### src/design/dictionary_word_search_macros.svh
// assertion macros for the dictionary word search block
`ifndef DICTIONARY_WORD_SEARCH_MACROS_SVH
`define DICTIONARY_WORD_SEARCH_MACROS_SVH

// condition implies consequence in the same cycle
`define DWS_ASSERT_NOW(label, cond, cons) \
	label: assert property (@(posedge clk) disable iff (!arst_n) (cond) |-> (cons)) \
		else $error("assertion failed in same cycle check");

// condition implies consequence in the next cycle
`define DWS_ASSERT_NEXT(label, cond, cons) \
	label: assert property (@(posedge clk) disable iff (!arst_n) (cond) |=> (cons)) \
		else $error("assertion failed in next cycle check");

`endif

### src/design/dws_pkg.sv
`timescale 1ns / 1ps
// ----------------------------------------------------------------------------
// dws_pkg
// shared constants and types of the dictionary word search block
// ----------------------------------------------------------------------------
package dws_pkg;

	localparam int MAX_WORDS = 4096;
	localparam int MAX_CHARS = 24;
	localparam int LETTERS   = 26;

	localparam int ADDR_W  = $clog2(MAX_WORDS);
	localparam int CNT_W   = $clog2(MAX_WORDS + 1);
	localparam int IDX_W   = $clog2(MAX_CHARS);
	localparam int POS_W   = $clog2(MAX_CHARS + 1);
	localparam int LET_W   = $clog2(LETTERS);
	localparam int PROBE_W = 13;

	localparam logic [7:0] CHAR_A = 8'h61;
	localparam logic [7:0] CHAR_Z = 8'(CHAR_A + LETTERS - 1);

	localparam logic [1:0] METHOD_SEQ    = 2'd0;
	localparam logic [1:0] METHOD_BIN    = 2'd1;
	localparam logic [1:0] METHOD_LETTER = 2'd2;

	// byte 0 is the most significant, so a plain compare is bytewise order
	typedef logic [0:MAX_CHARS-1][7:0] row_t;

	typedef struct packed {
		row_t              key;
		logic              seq;
		logic              empty;
		logic [ADDR_W-1:0] lo;
		logic [ADDR_W-1:0] hi;
	} req_t;

	typedef struct packed {
		logic              en;
		logic [ADDR_W-1:0] addr;
		row_t              data;
	} wr_t;

endpackage

### src/design/dws_front.sv
`timescale 1ns / 1ps
// ----------------------------------------------------------------------------
// dws_front
// assembles words and keys, keeps the letter table and issues search requests
// ----------------------------------------------------------------------------
module dws_front (
	input  logic               clk,
	input  logic               arst_n,
	input  logic               in_fire,
	input  logic               mode,
	input  logic [7:0]         key_char,
	input  logic               last_char,
	input  logic [1:0]         method,
	output logic               push,
	output dws_pkg::req_t      req,
	output dws_pkg::wr_t       wr
);

	logic [dws_pkg::POS_W-1:0]  pos_q;
	logic [dws_pkg::CNT_W-1:0]  wcount_q;
	dws_pkg::row_t              wbuf_q;
	dws_pkg::row_t              qbuf_q;
	logic [dws_pkg::CNT_W-1:0]  lcount_q [dws_pkg::LETTERS];
	logic [dws_pkg::ADDR_W-1:0] lfirst_q [dws_pkg::LETTERS];

	logic                       inb;
	logic                       room;
	logic [dws_pkg::POS_W-1:0]  posn;
	dws_pkg::row_t              wnext, qnext, wpad, qpad;
	logic                       wlet_ok, qlet_ok;
	logic [dws_pkg::LET_W-1:0]  wlet, qlet;
	logic                       commit;

	always_comb begin
		inb   = pos_q < dws_pkg::POS_W'(dws_pkg::MAX_CHARS);
		room  = wcount_q < dws_pkg::CNT_W'(dws_pkg::MAX_WORDS);
		wnext = wbuf_q;
		qnext = qbuf_q;
		if (inb && !mode && room) begin
			wnext[pos_q[dws_pkg::IDX_W-1:0]] = key_char;
		end
		if (inb && mode) begin
			qnext[pos_q[dws_pkg::IDX_W-1:0]] = key_char;
		end
		posn = inb ? dws_pkg::POS_W'(pos_q + 1'b1) : pos_q;
		for (int k = 0; k < dws_pkg::MAX_CHARS; k++) begin
			wpad[k] = (dws_pkg::POS_W'(k) < posn) ? wnext[k] : 8'h00;
			qpad[k] = (dws_pkg::POS_W'(k) < posn) ? qnext[k] : 8'h00;
		end
		wlet_ok = (wpad[0] >= dws_pkg::CHAR_A) && (wpad[0] <= dws_pkg::CHAR_Z);
		qlet_ok = (qpad[0] >= dws_pkg::CHAR_A) && (qpad[0] <= dws_pkg::CHAR_Z);
		wlet    = dws_pkg::LET_W'(wpad[0] - dws_pkg::CHAR_A);
		qlet    = dws_pkg::LET_W'(qpad[0] - dws_pkg::CHAR_A);
	end

	assign commit  = in_fire && !mode && last_char && room;
	assign push    = in_fire && mode && last_char;
	assign wr.en   = commit;
	assign wr.addr = wcount_q[dws_pkg::ADDR_W-1:0];
	assign wr.data = wpad;

	always_comb begin
		req.key   = qpad;
		req.seq   = 1'b0;
		req.empty = (wcount_q == '0);
		req.lo    = '0;
		req.hi    = dws_pkg::ADDR_W'(wcount_q - 1'b1);
		case (method)
			dws_pkg::METHOD_SEQ: begin
				req.seq = 1'b1;
			end
			dws_pkg::METHOD_LETTER: begin
				if (qlet_ok && lcount_q[qlet] != '0) begin
					req.empty = 1'b0;
					req.lo    = lfirst_q[qlet];
					req.hi    = dws_pkg::ADDR_W'(dws_pkg::CNT_W'(lfirst_q[qlet])
						+ lcount_q[qlet] - 1'b1);
				end else begin
					req.empty = 1'b1;
				end
			end
			default: begin
			end
		endcase
	end

	always_ff @(posedge clk or negedge arst_n) begin
		if (!arst_n) begin
			pos_q    <= '0;
			wcount_q <= '0;
			for (int l = 0; l < dws_pkg::LETTERS; l++) begin
				lcount_q[l] <= '0;
			end
		end else if (in_fire) begin
			pos_q <= last_char ? '0 : posn;
			if (commit) begin
				wcount_q <= dws_pkg::CNT_W'(wcount_q + 1'b1);
				if (wlet_ok) begin
					lcount_q[wlet] <= dws_pkg::CNT_W'(lcount_q[wlet] + 1'b1);
				end
			end
		end
	end

	always_ff @(posedge clk) begin
		if (in_fire) begin
			wbuf_q <= wnext;
			qbuf_q <= qnext;
			if (commit && wlet_ok && lcount_q[wlet] == '0) begin
				lfirst_q[wlet] <= wcount_q[dws_pkg::ADDR_W-1:0];
			end
		end
	end

endmodule

### config.mk
export PLATFORM = sky130hd
export DESIGN_NAME = dws_front
export DESIGN_NICKNAME = d
export VERILOG_FILES = /design/src/design/dictionary_word_search_macros.svh /design/src/design/dws_pkg.sv /design/src/design/dws_front.sv
export SDC_FILE = /design/constraint.sdc
export NUM_CORES = 2
export LEC_CHECK = 0
export ABC_CLOCK_PERIOD_IN_PS = 10120
export BUFFER_PORTS_ARGS = -buffer_cell sky130_fd_sc_hd__clkbuf_2
export CORE_MARGIN = 10
export CORE_UTILIZATION = 40
export CTS_CLUSTER_DIAMETER = 120
export DETAILED_ROUTE_END_ITERATION = 8
export PLACE_DENSITY_LB_ADDON = 0.15
export SLEW_MARGIN = 20
export SYNTH_ARGS = -nofsm -noshare
export SYNTH_HDL_FRONTEND = slang
export SYNTH_SLANG_ARGS = --single-unit
### constraint.sdc
create_clock -name clk -period 10.12 [get_ports clk]
set_input_delay 0.506 -clock clk [delete_from_list [all_inputs] [get_ports clk]]
set_output_delay 0.506 -clock clk [all_outputs]
set_load 0.01 [all_outputs]
==> impl_results.rst <==
.. list-table::
   :header-rows: 1

   * - Metric
     - Value
   * - Status
     - finished, final reports clean
   * - Total Routing Usage GR
     - about 23%
   * - Most used standard cell by instance count after synthesis
     - edfxtp_1
   * - Total standard cell area after synthesis
     - roughly 0.053 mm^2
   * - Detailed Route Iter0 Violations
     - ~3300
   * - Sum of negative setup slack
     - 0 ps
   * - Number of search-and-repair iterations in the first detailed-routing pass
     - 8
   * - Root buffer cell
     - clkbuf_16
   * - Gr ovfl total
     - 0
   * - Largest buffer count on any clock path
     - 3
   * - Final-stage net count
     - about 4300
   * - F_max
     - 107.8 MHz
   * - Clock period minus final worst setup slack
     - approximately 9000 ps
   * - Layout area overhead
     - 14.10%
   * - Worst setup path class
     - flop to output port
   * - Pre-CTS setup slack
     - 1555 ps
   * - Count of buffers from port buffering
     - approximately 440
   * - Total power per unit cell area
     - ~220 mW/mm^2
   * - Final RePlAce weighted congestion
     - ~0.89
   * - Diode count
     - 0
   * - Ratio of final minimum period to clock period
     - between 90% and 100%
   * - Crit path DAT
     - roughly 8800 ps
   * - Asr flop ratio synth
     - 33.84%
   * - Share of the synthesized area in the top cell type
     - between 30% and 40%
   * - Fraction of power consumed by the clock network
     - about a third
   * - Switching component of the power
     - about 4.6 mW
   * - Minimum setup slack in the final design
     - ~840 ps
   * - Number of post-CTS setup repair buffers
     - 0
   * - Number of remaining DRC errors
     - 0
   * - Portion of total power attributed to combinational logic
     - 30.9%
   * - Crit path launch
     - pos_q[0]$_DFFE_PN0P_
   * - Proportion of synthesized chip area in sequential cells
     - a little under three fifths
   * - Ys flop type
     - edfxtp_1
   * - HPWL after DPL
     - between 100 and 150 mm
   * - Clock Pin Slew Worst Setup and Hold Paths
     - roughly 60 ps
   * - I/O pins
     - roughly 440
   * - Vertical extent of the die
     - between 300 and 400 um
   * - Final setup vio count
     - 0
   * - Internal power component
     - between 8 and 9 mW
   * - Count of state elements after synthesis
     - about 1100
   * - Reg2Reg Capture Point
     - lfirst_q[2][7]$_DFFE_PP_
   * - Cells after Synth
     - between 3000 and 4000
   * - Std cell rows
     - 133
   * - Clock skew after layout
     - around 33 ps
   * - Pins over their slew limit
     - 0
   * - Detail-routed net length per standard cell
     - around 29 um
   * - Max-Cap Viols
     - 0
   * - Worst r2r path cells
     - 18
   * - Routed vias
     - 35560
   * - Type of element launching the critical path
     - flop
   * - Worst-path maximum fanout
     - 18
   * - Crit path required time
     - about 9600 ps
   * - Most numerous cell on the critical path
     - inv_1
   * - Maximum vdd ir drop
     - roughly 0.15 mV
   * - CTS tree
     - built
   * - R2R Path Start
     - pos_q[0]$_DFFE_PN0P_
   * - Antenna violations before repair
     - 3
   * - Synthesis Warnings
     - 0
   * - Critical Path Sink Type
     - output port
   * - Core outline area
     - about 0.13 mm^2
   * - Part of the total power dissipated in sequential elements
     - between 30 and 40%
   * - Crit-path max cell delay
     - about 550 ps
   * - Worst hold path startpoint
     - key_char[7]
   * - Number of different library cells in the post-synthesis netlist
     - roughly 110
   * - Number of nets produced by synthesis
     - approximately 4000
   * - Starting density of the core
     - 40.18%
   * - Number of enable flip-flop cells after synthesis
     - a little under 700
   * - Largest net degree at the start of global routing
     - approximately 150
   * - Number of global-route vias before repair
     - 34680
   * - Setup repair after global routing missed its margin
     - no
   * - Avg Vias per Cell
     - a little under 6
   * - First-pass GRT wire length
     - between 200 and 300 mm
   * - Clock latency reported for the late side of the worst-skew pair
     - about 760 ps
   * - Total die area
     - 0.1467 mm^2
   * - Synth area leaders
     - edfxtp_1 40%, dfrtp_1 17%, mux2_2 9.8%
   * - Path type of the worst min-delay path
     - primary input to flop
   * - Relative slew slack
     - between 20% and 30%
   * - Overall power after layout
     - around 13 mW
   * - Final hold viol count
     - 0
   * - Routed wire length
     - 175.3 mm
   * - Standard cell with the maximum stage delay on the critical path
     - o22a_1
   * - Slew @ Worst Pin
     - 1155 ps
   * - Fill cell total of the finished layout
     - 11970
   * - Cell type contributing the most total cell area after synthesis
     - edfxtp_1
   * - Final Core Density
     - between 40% and 50%
   * - Syn_area_per_cell
     - 13.33 um^2
   * - Switching power as a share of total power
     - between 30% and 40%
   * - Worst setup slack for register-to-register paths
     - roughly 1500 ps
   * - Leading cell types by count after synthesis
     - 696 x edfxtp_1, 522 x nand2_1, 457 x mux2_2
   * - Worst hold path endpoint
     - wbuf_q[191]$_DFFE_PP_
   * - Total leakage power
     - roughly 24 nW
   * - Width of the die
     - around 380 um
   * - Final ANT Viol Nets
     - 0
   * - Share of post-route cells with drive strength above 1
     - 33.92%
   * - Total clock buffers created by CTS
     - roughly 110
   * - H-tree level count
     - 3
   * - Hold path cells
     - 3
   * - Clock sinks
     - about 1100
==> registers in the layout, summed over array words and instances, names as in the netlist <==
name and cells:
lcount_q 338, lfirst_q 312, qbuf_q 192, wbuf_q 192, wcount_q 13, pos_q 5
==> placed cells by master (no fill, tap or decap), types with 17 or more instances in the layout <==
| master | instances |
|---|---|
| nor3_1 | 21 |
| mux2i_1 | 44 |
| clkinv_1 | 24 |
| clkbuf_16 | 119 |
| nor2_1 | 74 |
| and3_1 | 65 |
| dfrtp_1 | 355 |
| nor2b_1 | 115 |
| edfxtp_1 | 696 |
| a21boi_0 | 35 |
| nor2_2 | 29 |
| buf_4 | 86 |
| mux4_2 | 208 |
| clkinv_2 | 17 |
| inv_1 | 52 |
| o21a_1 | 67 |
| a22oi_1 | 26 |
| nand2_1 | 516 |
| a21oi_1 | 71 |
| clkbuf_1 | 20 |
| mux2_2 | 457 |
| nand3_1 | 99 |
| ha_1 | 37 |
| and2_1 | 92 |
| xnor2_1 | 32 |
| clkbuf_2 | 436 |
| o21ai_0 | 169 |
| o21ai_1 | 77 |
==> cells by family (layout without fill, tap and decap cells) <==
| kind of cell | count (synthesis) | count (layout) | synth area share [%] |
|---|---|---|---|
| AOI/OAI and AO/OA | 607 | 607 | 7.529 |
| adders and majority gates | 39 | 39 | 0.9403 |
| muxes | 730 | 730 | 20.44 |
| DFF | 1052 | 1052 | 56.57 |
| xor gates and xnor gates | 51 | 51 | 1.002 |
| and+or+nand+nor | 1095 | 1095 | 10.02 |
| buffers and inverters | 380 | 792 | 3.500 |
==> critical path, delay by kind of cell, from the launching register on <==
kind	cells	cell delay (ps)
adders and majority gates	5	1610
muxes	2	410
AOI/OAI and AO/OA	13	2670
and+or+nand+nor	4	1160
DFF	1	480
buffers and inverters	8	1320
xor gates and xnor gates	1	360
==> power by group through the flow <==
stage | sequential, mW | clock, mW | combinational (mW)
floorplan | 5.04 | 0 | 2.51
global placement | 5.02 | 0 | 3.99
detailed placement | 5.02 | 0 | 3.99
CTS | 4.93 | 4.18 | 4.01
global route | 4.95 | 4.35 | 4.29
finish | 4.94 | 4.11 | 4.05
==> per-layer routing <==
metal  wire [um]  track usage [%]  part of all wire, %
met3       13710            4.984                  7.8
met4        4995            7.077                  2.8
met5          13                0               0.0074
met2       79950            35.64                   46
met1       76660            32.64                   44
==> worst max path at each step <==
stage | end | slack, ps | depth (start not counted)
6_report | req[11] | 840 | 33
5_1_grt | req[11] | 160 | 33
4_1_cts | req[11] | 820 | 30
3_5_place_dp | lfirst_q[2][2]$_DFFE_PP_ | 1560 | 18
3_3_place_gp | req[11] | 1770 | 33
2_1_floorplan | req[11] | 600 | 39
==> through the flow <==
step | instances | hold slack [ps] | instance area, um^2
5_1_grt | 6121 | 168.1 | 60130
3_3_place_gp | 5914 | 474.1 | 56370
4_1_cts | 6121 | 106.1 | 60070
6_report | 6121 | 162.9 | 60130
3_5_place_dp | 5915 | 484.8 | 56420
2_1_floorplan | 3954 | 210.4 | 52690
==> timing repair <==
| item | CTS | global route |
|---|---|---|
| hold buffers | 1 | 0 |
| gates resized for setup | 0 | 0 |
| hold endpoints to repair | 95 | 0 |
==> final cells by class <==
cell class / instances / area (um^2) / area share (%)
inverters: 56 / 216.5 / 0.3600
well taps: 1755 / 2196 / 3.652
clock inverters: 60 / 496.7 / 0.8262
flip-flops and latches: 1052 / 29810 / 49.58
repair buffers: 531 / 2983 / 4.961
clock buffers: 145 / 3136 / 5.215
multi-input cells: 2522 / 21290 / 35.41
(Power assumes the default switching activity.)
