--- src/design/dictionary_word_search_macros.svh ---
// assertion macros for the dictionary word search block
`ifndef DICTIONARY_WORD_SEARCH_MACROS_SVH
`define DICTIONARY_WORD_SEARCH_MACROS_SVH

// condition implies consequence in the same cycle
`define DWS_ASSERT_NOW(label, cond, cons) \
	label: assert property (@(posedge clk) disable iff (!arst_n) (cond) |-> (cons)) \
		else $error("assertion failed in same cycle check");

// condition implies consequence in the next cycle
`define DWS_ASSERT_NEXT(label, cond, cons) \
	label: assert property (@(posedge clk) disable iff (!arst_n) (cond) |=> (cons)) \
		else $error("assertion failed in next cycle check");

`endif

--- src/design/dws_pkg.sv ---
`timescale 1ns / 1ps
// ----------------------------------------------------------------------------
// dws_pkg
// shared constants and types of the dictionary word search block
// ----------------------------------------------------------------------------
package dws_pkg;

	localparam int MAX_WORDS = 4096;
	localparam int MAX_CHARS = 24;
	localparam int LETTERS   = 26;

	localparam int ADDR_W  = $clog2(MAX_WORDS);
	localparam int CNT_W   = $clog2(MAX_WORDS + 1);
	localparam int IDX_W   = $clog2(MAX_CHARS);
	localparam int POS_W   = $clog2(MAX_CHARS + 1);
	localparam int LET_W   = $clog2(LETTERS);
	localparam int PROBE_W = 13;

	localparam logic [7:0] CHAR_A = 8'h61;
	localparam logic [7:0] CHAR_Z = 8'(CHAR_A + LETTERS - 1);

	localparam logic [1:0] METHOD_SEQ    = 2'd0;
	localparam logic [1:0] METHOD_BIN    = 2'd1;
	localparam logic [1:0] METHOD_LETTER = 2'd2;

	// byte 0 is the most significant, so a plain compare is bytewise order
	typedef logic [0:MAX_CHARS-1][7:0] row_t;

	typedef struct packed {
		row_t              key;
		logic              seq;
		logic              empty;
		logic [ADDR_W-1:0] lo;
		logic [ADDR_W-1:0] hi;
	} req_t;

	typedef struct packed {
		logic              en;
		logic [ADDR_W-1:0] addr;
		row_t              data;
	} wr_t;

endpackage

--- src/design/dws_queue.sv ---
`timescale 1ns / 1ps
// ----------------------------------------------------------------------------
// dws_queue
// two-entry request queue between front and back
// ----------------------------------------------------------------------------
module dws_queue (
	input  logic          clk,
	input  logic          arst_n,
	input  logic          push,
	input  dws_pkg::req_t push_req,
	input  logic          pop,
	output logic          full,
	output logic          valid,
	output dws_pkg::req_t head
);

	dws_pkg::req_t slot_q [2];
	logic          wptr_q, rptr_q;
	logic [1:0]    cnt_q;

	assign full  = (cnt_q == 2'd2);
	assign valid = (cnt_q != 2'd0);
	assign head  = slot_q[rptr_q];

	always_ff @(posedge clk or negedge arst_n) begin
		if (!arst_n) begin
			wptr_q <= 1'b0;
			rptr_q <= 1'b0;
			cnt_q  <= 2'd0;
		end else begin
			if (push) begin
				wptr_q <= ~wptr_q;
			end
			if (pop) begin
				rptr_q <= ~rptr_q;
			end
			if (push && !pop) begin
				cnt_q <= cnt_q + 2'd1;
			end else if (pop && !push) begin
				cnt_q <= cnt_q - 2'd1;
			end
		end
	end

	always_ff @(posedge clk) begin
		if (push) begin
			slot_q[wptr_q] <= push_req;
		end
	end

endmodule

--- config.mk ---
export PLATFORM = sky130hd
export DESIGN_NAME = dws_queue
export DESIGN_NICKNAME = d
export VERILOG_FILES = /design/src/design/dictionary_word_search_macros.svh /design/src/design/dws_pkg.sv /design/src/design/dws_queue.sv
export SDC_FILE = /design/constraint.sdc
export NUM_CORES = 1
export LEC_CHECK = 0
export BUFFER_PORTS_ARGS = -buffer_cell sky130_fd_sc_hd__buf_4
export CORE_ASPECT_RATIO = 1.2
export CORE_MARGIN = 2
export CORE_UTILIZATION = 45
export DETAILED_ROUTE_END_ITERATION = 7
export PLACE_DENSITY = 0.73
export SLEW_MARGIN = 5
export SYNTH_ARGS = -nofsm -noshare
export SYNTH_HDL_FRONTEND = slang
export SYNTH_SLANG_ARGS = --single-unit
--- constraint.sdc ---
create_clock -name clk -period 12.6 [get_ports clk]
set_clock_uncertainty 0.15 [all_clocks]
set_input_delay 0.63 -clock clk [delete_from_list [all_inputs] [get_ports clk]]
set_output_delay 0.63 -clock clk [all_outputs]
set_load 0.005 [all_outputs]
==> results of run 1 <==
Yosys cell counts, drive strengths merged:
cell type  number
ha              1
nor2            1
xnor2           1
edfxtp        436
buf            24
inv             1
or2             1
nor2b           2
mux2          218
dfrtp           4
xor2            4
and2            1
power by group:
part	leakage (nW)	switching, W	internal, W	total [W]
Combinational	3.06	0.000562	0.000719	0.00128
Sequential	4.14	0.000102	0.00194	0.00205
Clock	0.688	0.000505	0.000766	0.00127
Total	7.89	0.00117	0.00343	0.00460
registers in the layout, indices dropped and copies added (netlist names):
| name | flops |
|---|---|
| wptr_q | 1 |
| rptr_q | 1 |
| slot_q | 436 |
| cnt_q | 2 |
metal layers:
metal	GRT usage, %	vias up
met5	0	-
met3	5.66	56
met1	18.5	4025
li1	-	3699
met4	6.10	0
met2	29.8	346
through the flow:
step / cells / utilization [%] / total power, W
after global routing: 1657 / 60.3 / 0.00480
final: 1657 / 60.3 / 0.00460
after global placement: 1580 / 56.3 / 0.00336
after CTS: 1657 / 60.3 / 0.00466
after floorplan: 694 / - / 0.00283
after detailed placement: 1580 / 56.3 / 0.00338
how the worst max path moves through the flow:
stage / end / slack (ps) / start
after floorplan: slot_q[0][0]$_DFFE_PP_ / 1600 / push
after global placement: slot_q[0][128]$_DFFE_PP_ / 8910 / push
after detailed placement: slot_q[0][117]$_DFFE_PP_ / 8910 / push
after CTS: head[94] / 8510 / rptr_q$_DFFE_PN0P_
after global routing: head[123] / 8420 / rptr_q$_DFFE_PN0P_
final: head[144] / 8570 / rptr_q$_DFFE_PN0P_
cell type report:
type,count,area (um2)
tap,462,578
timing repair buffer,449,3370
sequential,440,13200
multi-input combinational,229,2550
fill,2520,13900
inverter,1,3.75
clock inverter,17,208
clock buffer,59,1200
timing repair:
| action | CTS | global route |
|---|---|---|
| setup endpoints to repair | 0 | 0 |
| hold buffers | 1 | 0 |
| gates resized for setup | 0 | 0 |
| hold endpoints to repair | 4 | 0 |
critical path, stage by stage (launching register included):
cell                      delay, ps
sky130_fd_sc_hd__dfrtp_4       1060
sky130_fd_sc_hd__buf_4          910
sky130_fd_sc_hd__mux2_2         440
sky130_fd_sc_hd__buf_4          140
cells by family (layout without fill, tap and decap cells):
family	count (synthesis)	after routing
AND/OR/NAND/NOR	5	5
XOR/XNOR	5	5
flip-flops	440	440
multiplexers	218	218
adder cells (fa/ha/maj)	1	1
buffers and inverters	25	526
layout by cell type, fill, tap and decap left out:
| cell type | count |
|---|---|
| sky130_fd_sc_hd__mux2_2 | 218 |
| sky130_fd_sc_hd__dlygate4sd3_1 | 1 |
| sky130_fd_sc_hd__clkinv_2 | 7 |
| sky130_fd_sc_hd__nor2_1 | 1 |
| sky130_fd_sc_hd__dfrtp_1 | 3 |
| sky130_fd_sc_hd__xor2_1 | 4 |
| sky130_fd_sc_hd__clkinvlp_4 | 1 |
| sky130_fd_sc_hd__xnor2_1 | 1 |
| sky130_fd_sc_hd__nor2b_1 | 1 |
| sky130_fd_sc_hd__or2_2 | 1 |
| sky130_fd_sc_hd__inv_1 | 1 |
| sky130_fd_sc_hd__and2_4 | 1 |
| sky130_fd_sc_hd__ha_1 | 1 |
| sky130_fd_sc_hd__clkbuf_1 | 12 |
| sky130_fd_sc_hd__buf_4 | 448 |
| sky130_fd_sc_hd__dfrtp_4 | 1 |
| sky130_fd_sc_hd__nor2b_4 | 1 |
| sky130_fd_sc_hd__clkbuf_8 | 2 |
| sky130_fd_sc_hd__clkinv_1 | 4 |
| sky130_fd_sc_hd__bufinv_16 | 5 |
| sky130_fd_sc_hd__edfxtp_1 | 436 |
| sky130_fd_sc_hd__clkbuf_16 | 45 |
==> results_dict.tcl, run 1 <==
set metrics [dict create \
    vias 8126 \
    tritoncts.num_buffers 42 \
    area_growth_syn_to_layout_pct 31.9 \
    drtAntennaViolNets 0 \
    worst_ep_required_time_ps 11820 \
    grt_pass1_vias 8653 \
    netlist.area_leader.share_pct 81.8 \
    fin_setup_tns_ps 0 \
    drc 0 \
    postPlaceCellArea_um2 19700 \
    period_minus_slack_ps 4030 \
    post_synth_num_cell_types 13 \
    timing.final.max_slew_violations 0 \
    pin_count 442 \
    maxSlewHeadroom_pct 25.5 \
    placement.setup.worst_slack_ps 8910 \
    hold_violations 0 \
    power_leakage_nw 7.89 \
    setup.worst_path.end_class "output pin" \
    reg2reg_setup_slack_ps 9310 \
    die_y_um 211 \
    cts_tree "yes" \
    post_drt_wl_per_cell_um 19.6 \
    yosysSeqAreaShare_pct 82.4 \
    routed-wl-met3_um 3070 \
    die_w_um 176 \
    cap_viol_max_count 0 \
    die-area_um2 37100 \
    finalWeightedCongestion 0.736 \
    fin_hold_ws_ps 117 \
    highest_routed_metal_layer "met4" \
    m1WireLength_um 11500 \
    synth.area.mux_share_pct 15.3 \
    vdd.ir_drop.worst_uv 195 \
    capture_point_of_the_worst_reg_to_reg_path "slot_q[0][0]$_DFFE_PP_" \
    core_region_area_um2 35000 \
    synth_area_um2 16000 \
    synth_largest_area_cell "sky130_fd_sc_hd__edfxtp_1" \
    clock_network_latency_to_the_later_pin_of_the_worst_skew_pair_ps 540 \
    insertedDiodeCount 0 \
    grt-ovfl-total 0 \
    synth-seq-cells 440 \
    grt_util_all_layers_pct 16.7 \
    placement.io_buffers 441 \
    detailed_place_hpwl_um 21400 \
    start_kind "flop" \
    largest_family_of_logic_cells_by_synthesized_area "multiplexers" \
    floorplan.rows 75 \
    cts.clk_slew.worst_paths_ps 70 \
    critPathArrivalTime_ps 3250 \
    nets 1386 \
    critical_path.reg2reg.startpoint "wptr_q$_DFFE_PN0P_" \
    r2r_cells 3 \
    synth_area_per_cell_um2 23.1 \
    critical_path.max_fanout 80 \
    post_synth_xor_area_fraction_pct 0.274 \
    syn-instance-count 694 \
    final_cell_area_um2 21100 \
    tightest_slew_ps 1120 \
    antenna_violations_before_repair 0 \
    hold_start "pop" \
    post_synth_fa_ha_maj_area_fraction_pct 0.0782 \
    cts_setup_buffers 0 \
    crit_type "reg -> out" \
    cts.htree.levels 2 \
    floorplan.initialDensity_pct 45.7 \
    post_drt_via_cell_ratio 4.90 \
    timing.final.setup_violations 0 \
    rsz0062_at_grt "no" \
    period_share_pct 32.0 \
    worst_hold_path.num_cells 2 \
    worst_case_clock_buffer_depth 3 \
    complex_gate_fraction_of_the_synthesized_area_pct 0 \
    detail_route.wirelength_um 32500 \
    hold_path_end "rptr_q$_DFFE_PN0P_" \
    synthesis.nets 917 \
    first_pass_grt_wire_length_um 47300 \
    p_per_area_nw_per_um2 218 \
    max_freq_ghz 0.248 \
    setup_slack_ps 8570 \
    wl_met2_um 17000 \
    synthTopCellsByArea "sky130_fd_sc_hd__edfxtp_1, sky130_fd_sc_hd__mux2_2, sky130_fd_sc_hd__buf_6, sky130_fd_sc_hd__dfrtp_1, sky130_fd_sc_hd__xor2_1" \
    cts_num_sinks 440 \
    pin_count_of_the_biggest_net_entering_global_routing 81 \
    yosys.area_share.simple_pct 0.180 \
    drive_above_1_share_pct 61.1 \
    drt_iter0_drc 525 \
    result_of_the_run "complete, no violations" \
    min_path_type "in -> reg" \
    root_buffer "sky130_fd_sc_hd__clkbuf_16" \
    dr.pass1.iters 4 \
    yosys_warnings 0 \
]
Note: power is estimated with default switching activity, not from simulation.
==> run 2, diff against run 1 <==
Clock period 12.6 ns to 3.83 ns, I/O delays scaled along.
==> run 2 against run 1 <==
Routed wire length is 17% higher. Sequential share of layout area down 6.2 points. Global-route usage rose by 2.9 points. Clock-buffer cell count decreased by 1. First-iteration DRC count down 15%.
==> results_dict.tcl, run 2 (synthesis gave the netlist of run 1 again) <==
set metrics [dict create \
    crit_type "reg -> out" \
    top_regs "slot_q (436), cnt_q (2)" \
    start_kind "flop" \
    post_cts_resized 0 \
    grt_util_all_layers_pct 19.6 \
    cts_tree "yes" \
    antenna_violations_before_repair 4 \
    grt-ovfl-total 0 \
    tritoncts.num_buffers 42 \
    placement.io_buffers 441 \
    cts.htree.levels 2 \
    die-area_um2 37100 \
    die_y_um 211 \
    grt_pass1_vias 10100 \
    design_power_total_w 0.0154 \
    floorplan.rows 75 \
    largest_register_ff_count 436 \
    cts_num_sinks 440 \
    max_freq_ghz 0.353 \
    drtAntennaViolNets 0 \
    dr.pass1.iters 5 \
    reg2reg_setup_slack_ps 1670 \
    setup.worst_path.end_class "output pin" \
    finalWeightedCongestion 0.791 \
    period_share_pct 74.0 \
    floorplan.initialDensity_pct 45.7 \
    maxSlewHeadroom_pct 42.6 \
    first_pass_grt_wire_length_um 55100 \
    hold_violations 0 \
    area_growth_syn_to_layout_pct 46.4 \
    rsz0062_at_grt "no" \
    worst_ep_required_time_ps 3490 \
    dpl.cell_count 1591 \
    most-common-layout-cells "sky130_fd_sc_hd__buf_4, sky130_fd_sc_hd__edfxtp_1, sky130_fd_sc_hd__dlygate4sd3_1, sky130_fd_sc_hd__mux2_2, sky130_fd_sc_hd__clkbuf_16" \
    timing.final.max_slew_violations 0 \
    die_w_um 176 \
    tightest_slew_ps 861 \
    pin_count_of_the_biggest_net_entering_global_routing 70 \
    detail_route.wirelength_um 38100 \
    detailed_place_hpwl_um 23400 \
    drive_above_1_share_pct 51.8 \
    pin_count 442 \
    vias 9215 \
    critPathArrivalTime_ps 2490 \
    post_drt_via_cell_ratio 4.87 \
    power_leakage_nw 8.87 \
    timing.final.setup_violations 0 \
    result_of_the_run "complete, no violations" \
    drc 0 \
    clock_network_latency_to_the_later_pin_of_the_worst_skew_pair_ps 530 \
    cap_viol_max_count 0 \
    vdd.ir_drop.worst_uv 446 \
    post-route-util_pct 66.9 \
    core_region_area_um2 35000 \
    layout.cells.most_common "sky130_fd_sc_hd__buf_4" \
    root_buffer "sky130_fd_sc_hd__clkbuf_16" \
    critical_path.max_fanout 47 \
    min_path_type "in -> reg" \
    post_drt_wl_per_cell_um 20.1 \
    cts_setup_buffers 0 \
    regMostFlops "slot_q" \
    finish.cell_count_without_fillers 1893 \
    period_minus_slack_ps 2840 \
    cts.clk_slew.worst_paths_ps 70 \
    p_per_area_nw_per_um2 659 \
    nets 1618 \
    worst_case_clock_buffer_depth 3 \
    drt_iter0_drc 448 \
]
[run 2: final timing paths]
path / startpoint / endpoint / depth (start not counted)
worst max-delay path: rptr_q$_DFFE_PN0P_ / head[44] / 3
max in group asynchronous: arst_n / rptr_q$_DFFE_PN0P_ / 3
worst min-delay path: push_req[32] / slot_q[1][32]$_DFFE_PP_ / 2
worst min register to register: cnt_q[1]$_DFFE_PN0P_ / cnt_q[1]$_DFFE_PN0P_ / 1
worst max register to register: wptr_q$_DFFE_PN0P_ / slot_q[1][3]$_DFFE_PP_ / 2
min in group asynchronous: arst_n / wptr_q$_DFFE_PN0P_ / 3
[run 2: through the flow]
| stage | instance area [um2] | setup TNS (ps) | setup WS, ps | hold slack [ps] |
|---|---|---|---|---|
| after global routing | 23400 | 0 | 890 | 213 |
| after global placement | 19800 | 0 | 1570 | -160 |
| after floorplan | 16000 | -87640 | -402 | -254 |
| final | 23400 | 0 | 994 | 230 |
| after CTS | 23400 | 0 | 996 | 201 |
| after detailed placement | 19800 | 0 | 1580 | -156 |
[run 2: metal layers]
layer	global-route usage [%]	wire length, um
met5	0	0
met4	9.23	1470
met3	5.23	2800
met2	36.8	20900
met1	20.1	12900
[run 2: area by class of cell]
cell class / instances / area, um2
Timing Repair Buffer: 681 / 5730
Clock buffer: 58 / 1170
Multi-Input combinational cell: 229 / 2550
Fill cell: 2250 / 11600
Sequential cell: 440 / 13200
Antenna cell: 4 / 10.0
Tap cell: 462 / 578
Clock inverter: 18 / 188
Inverter: 1 / 3.75
[run 2: worst max-delay path, stage by stage (launching register included)]
cell and delay, ps:
sky130_fd_sc_hd__dfrtp_4 890, sky130_fd_sc_hd__buf_4 480, sky130_fd_sc_hd__mux2_2 400, sky130_fd_sc_hd__buf_4 150
[run 2: what timing repair did]
item	in CTS	in global routing
endpoints found under the hold margin	444	0
setup endpoints to repair	0	0
hold buffers	222	0
[run 2: power by group]
group	total [W]	switching [W]	internal (W)	leakage, nW
clock network	0.00410	0.00169	0.00242	0.670
registers	0.00673	0.000341	0.00638	4.14
logic	0.00461	0.00201	0.00260	4.06
total	0.0154	0.00404	0.0114	8.87
==> run 3, diff against run 2 <==
Clock period 3.83 ns to 2.8 ns, I/O delays scaled along.
==> run 3 against run 2 <==
Combinational power is 44% higher. Critical path type unchanged. Critical endpoint is now head[189]. Setup slack lost 640 ps. Utilization grew 0.28 points. Die area did not move. First-iteration DRC count rose by 2.7%. Via count fell by 0.30%. Register-to-register slack lost 740 ps. Highest routed layer unchanged. Largest power group unchanged. Sequential cell count unchanged. Sequential power up 35%.
==> results_dict.tcl, run 3 (synthesis gave the netlist of run 1 again) <==
set metrics [dict create \
    result_of_the_run "complete, no violations" \
    post_drt_wl_per_cell_um 19.7 \
    most-common-layout-cells "sky130_fd_sc_hd__buf_4, sky130_fd_sc_hd__edfxtp_1, sky130_fd_sc_hd__dlygate4sd3_1, sky130_fd_sc_hd__mux2_2, sky130_fd_sc_hd__clkbuf_16" \
    maxSlewHeadroom_pct 58.6 \
    min_path_type "in -> reg" \
    largest_register_ff_count 436 \
    p_per_area_nw_per_um2 888 \
    cts.clk_slew.worst_paths_ps 60 \
    fin_setup_tns_ps 0 \
    die_y_um 211 \
    timing.final.max_slew_violations 0 \
    antenna_violations_before_repair 4 \
    drc 0 \
    m1WireLength_um 12800 \
    floorplan.rows 75 \
    max_freq_ghz 0.409 \
    layout.cells.most_common "sky130_fd_sc_hd__buf_4" \
    drive_above_1_share_pct 51.7 \
    fin_hold_ws_ps 179 \
    detailed_place_hpwl_um 23300 \
    regMostFlops "slot_q" \
    power_leakage_nw 8.90 \
    vias 9187 \
    cts_tree "yes" \
    top_regs "slot_q (436), cnt_q (2)" \
    hold_violations 0 \
    tightest_slew_ps 620 \
    nets 1630 \
    wl_met2_um 20700 \
    dr.pass1.iters 5 \
    critical_path.max_fanout 32 \
    routed-wl-met3_um 2680 \
    timing.final.setup_violations 0 \
    period_minus_slack_ps 2450 \
    root_buffer "sky130_fd_sc_hd__clkbuf_16" \
    finalWeightedCongestion 0.749 \
    pin_count 442 \
    cts.htree.levels 2 \
    placement.io_buffers 441 \
    tritoncts.num_buffers 42 \
    worst_case_clock_buffer_depth 3 \
    grt_pass1_vias 10000 \
    floorplan.initialDensity_pct 45.7 \
    start_kind "flop" \
    crit_type "reg -> out" \
    pin_count_of_the_biggest_net_entering_global_routing 84 \
    period_share_pct 87.4 \
    highest_routed_metal_layer "met4" \
    vdd.ir_drop.worst_uv 670 \
    grt-ovfl-total 0 \
    setup.worst_path.end_class "output pin" \
    cap_viol_max_count 0 \
    grt_util_all_layers_pct 19.7 \
    cts_num_sinks 440 \
    die-area_um2 37100 \
    detail_route.wirelength_um 37500 \
    cts_setup_buffers 0 \
    drt_iter0_drc 460 \
    rsz0062_at_grt "no" \
    first_pass_grt_wire_length_um 55500 \
    post_drt_via_cell_ratio 4.83 \
    worst_ep_required_time_ps 2510 \
    core_region_area_um2 35000 \
    critPathArrivalTime_ps 2160 \
    clock_network_latency_to_the_later_pin_of_the_worst_skew_pair_ps 530 \
    area_growth_syn_to_layout_pct 47.0 \
    die_w_um 176 \
    drtAntennaViolNets 0 \
]
[run 3: changes by cell type in the layout (fill, tap and decap cells not counted)]
cell                         before  now
sky130_fd_sc_hd__buf_12           5   15
sky130_fd_sc_hd__bufinv_16        4    0
sky130_fd_sc_hd__clkinvlp_4       0    1
sky130_fd_sc_hd__clkinv_1         5    7
sky130_fd_sc_hd__buf_4          454  456
sky130_fd_sc_hd__clkbuf_1        13   16
sky130_fd_sc_hd__clkinv_2         8    3
[run 3: repair_timing]
action | 4_1_cts | 5_1_grt
gates resized for setup | 0 | 0
hold buffers | 222 | 0
hold endpoints to repair | 444 | 0
endpoints found under the setup margin | 0 | 0
[run 3: layout make-up]
class,count,area (um2)
Antenna cell,4,10.0
Clock buffer,61,1190
Clock inverter,12,57.6
Fill cell,2193,11500
Inverter,1,3.75
Multi-Input combinational cell,229,2550
Sequential cell,440,13200
Tap cell,462,578
Timing Repair Buffer,693,5950
[run 3: power breakdown]
part	leakage (nW)	internal, W	switching, W
logic	4.16	0.00377	0.00288
clock network	0.600	0.00293	0.00223
registers	4.14	0.00873	0.000350
total	8.90	0.0154	0.00546
[run 3: per-layer routing]
metal | global-route usage (%) | up-vias
li1 | - | 4201
met1 | 21.1 | 4528
met2 | 36.4 | 378
met3 | 5.16 | 80
met4 | 8.24 | 0
met5 | 0 | -
[run 3: worst max-delay path, stage by stage, from the launching register on]
cell,delay [ps]
sky130_fd_sc_hd__dfrtp_4,600
sky130_fd_sc_hd__buf_12,270
sky130_fd_sc_hd__buf_12,210
sky130_fd_sc_hd__mux2_2,370
sky130_fd_sc_hd__buf_4,140
[run 3: final timing paths]
path                                           start                      end  slack (ps)  cells past startpoint
worst max-delay path              rptr_q$_DFFE_PN0P_                head[189]         350                      4
worst min-delay path                    push_req[63]  slot_q[1][63]$_DFFE_PP_         180                      2
worst max register to register    wptr_q$_DFFE_PN0P_  slot_q[1][12]$_DFFE_PP_         930                      2
worst min register to register  cnt_q[1]$_DFFE_PN0P_     cnt_q[1]$_DFFE_PN0P_         330                      1
max in group asynchronous                     arst_n       rptr_q$_DFFE_PN0P_        1910                      3
min in group asynchronous                     arst_n       rptr_q$_DFFE_PN0P_         400                      3
[run 3: through the flow]
step / util (%) / area, um2 / power, W / instances / worst slack, ps
after floorplan: - / 16000 / 0.0124 / 694 / -1430
after CTS: 67.2 / 23500 / 0.0210 / 1898 / 329
after global routing: 67.2 / 23500 / 0.0218 / 1902 / 283
after detailed placement: 57.3 / 20100 / 0.0156 / 1603 / 908
final: 67.2 / 23500 / 0.0209 / 1902 / 353
after global placement: 57.3 / 20100 / 0.0154 / 1603 / 925
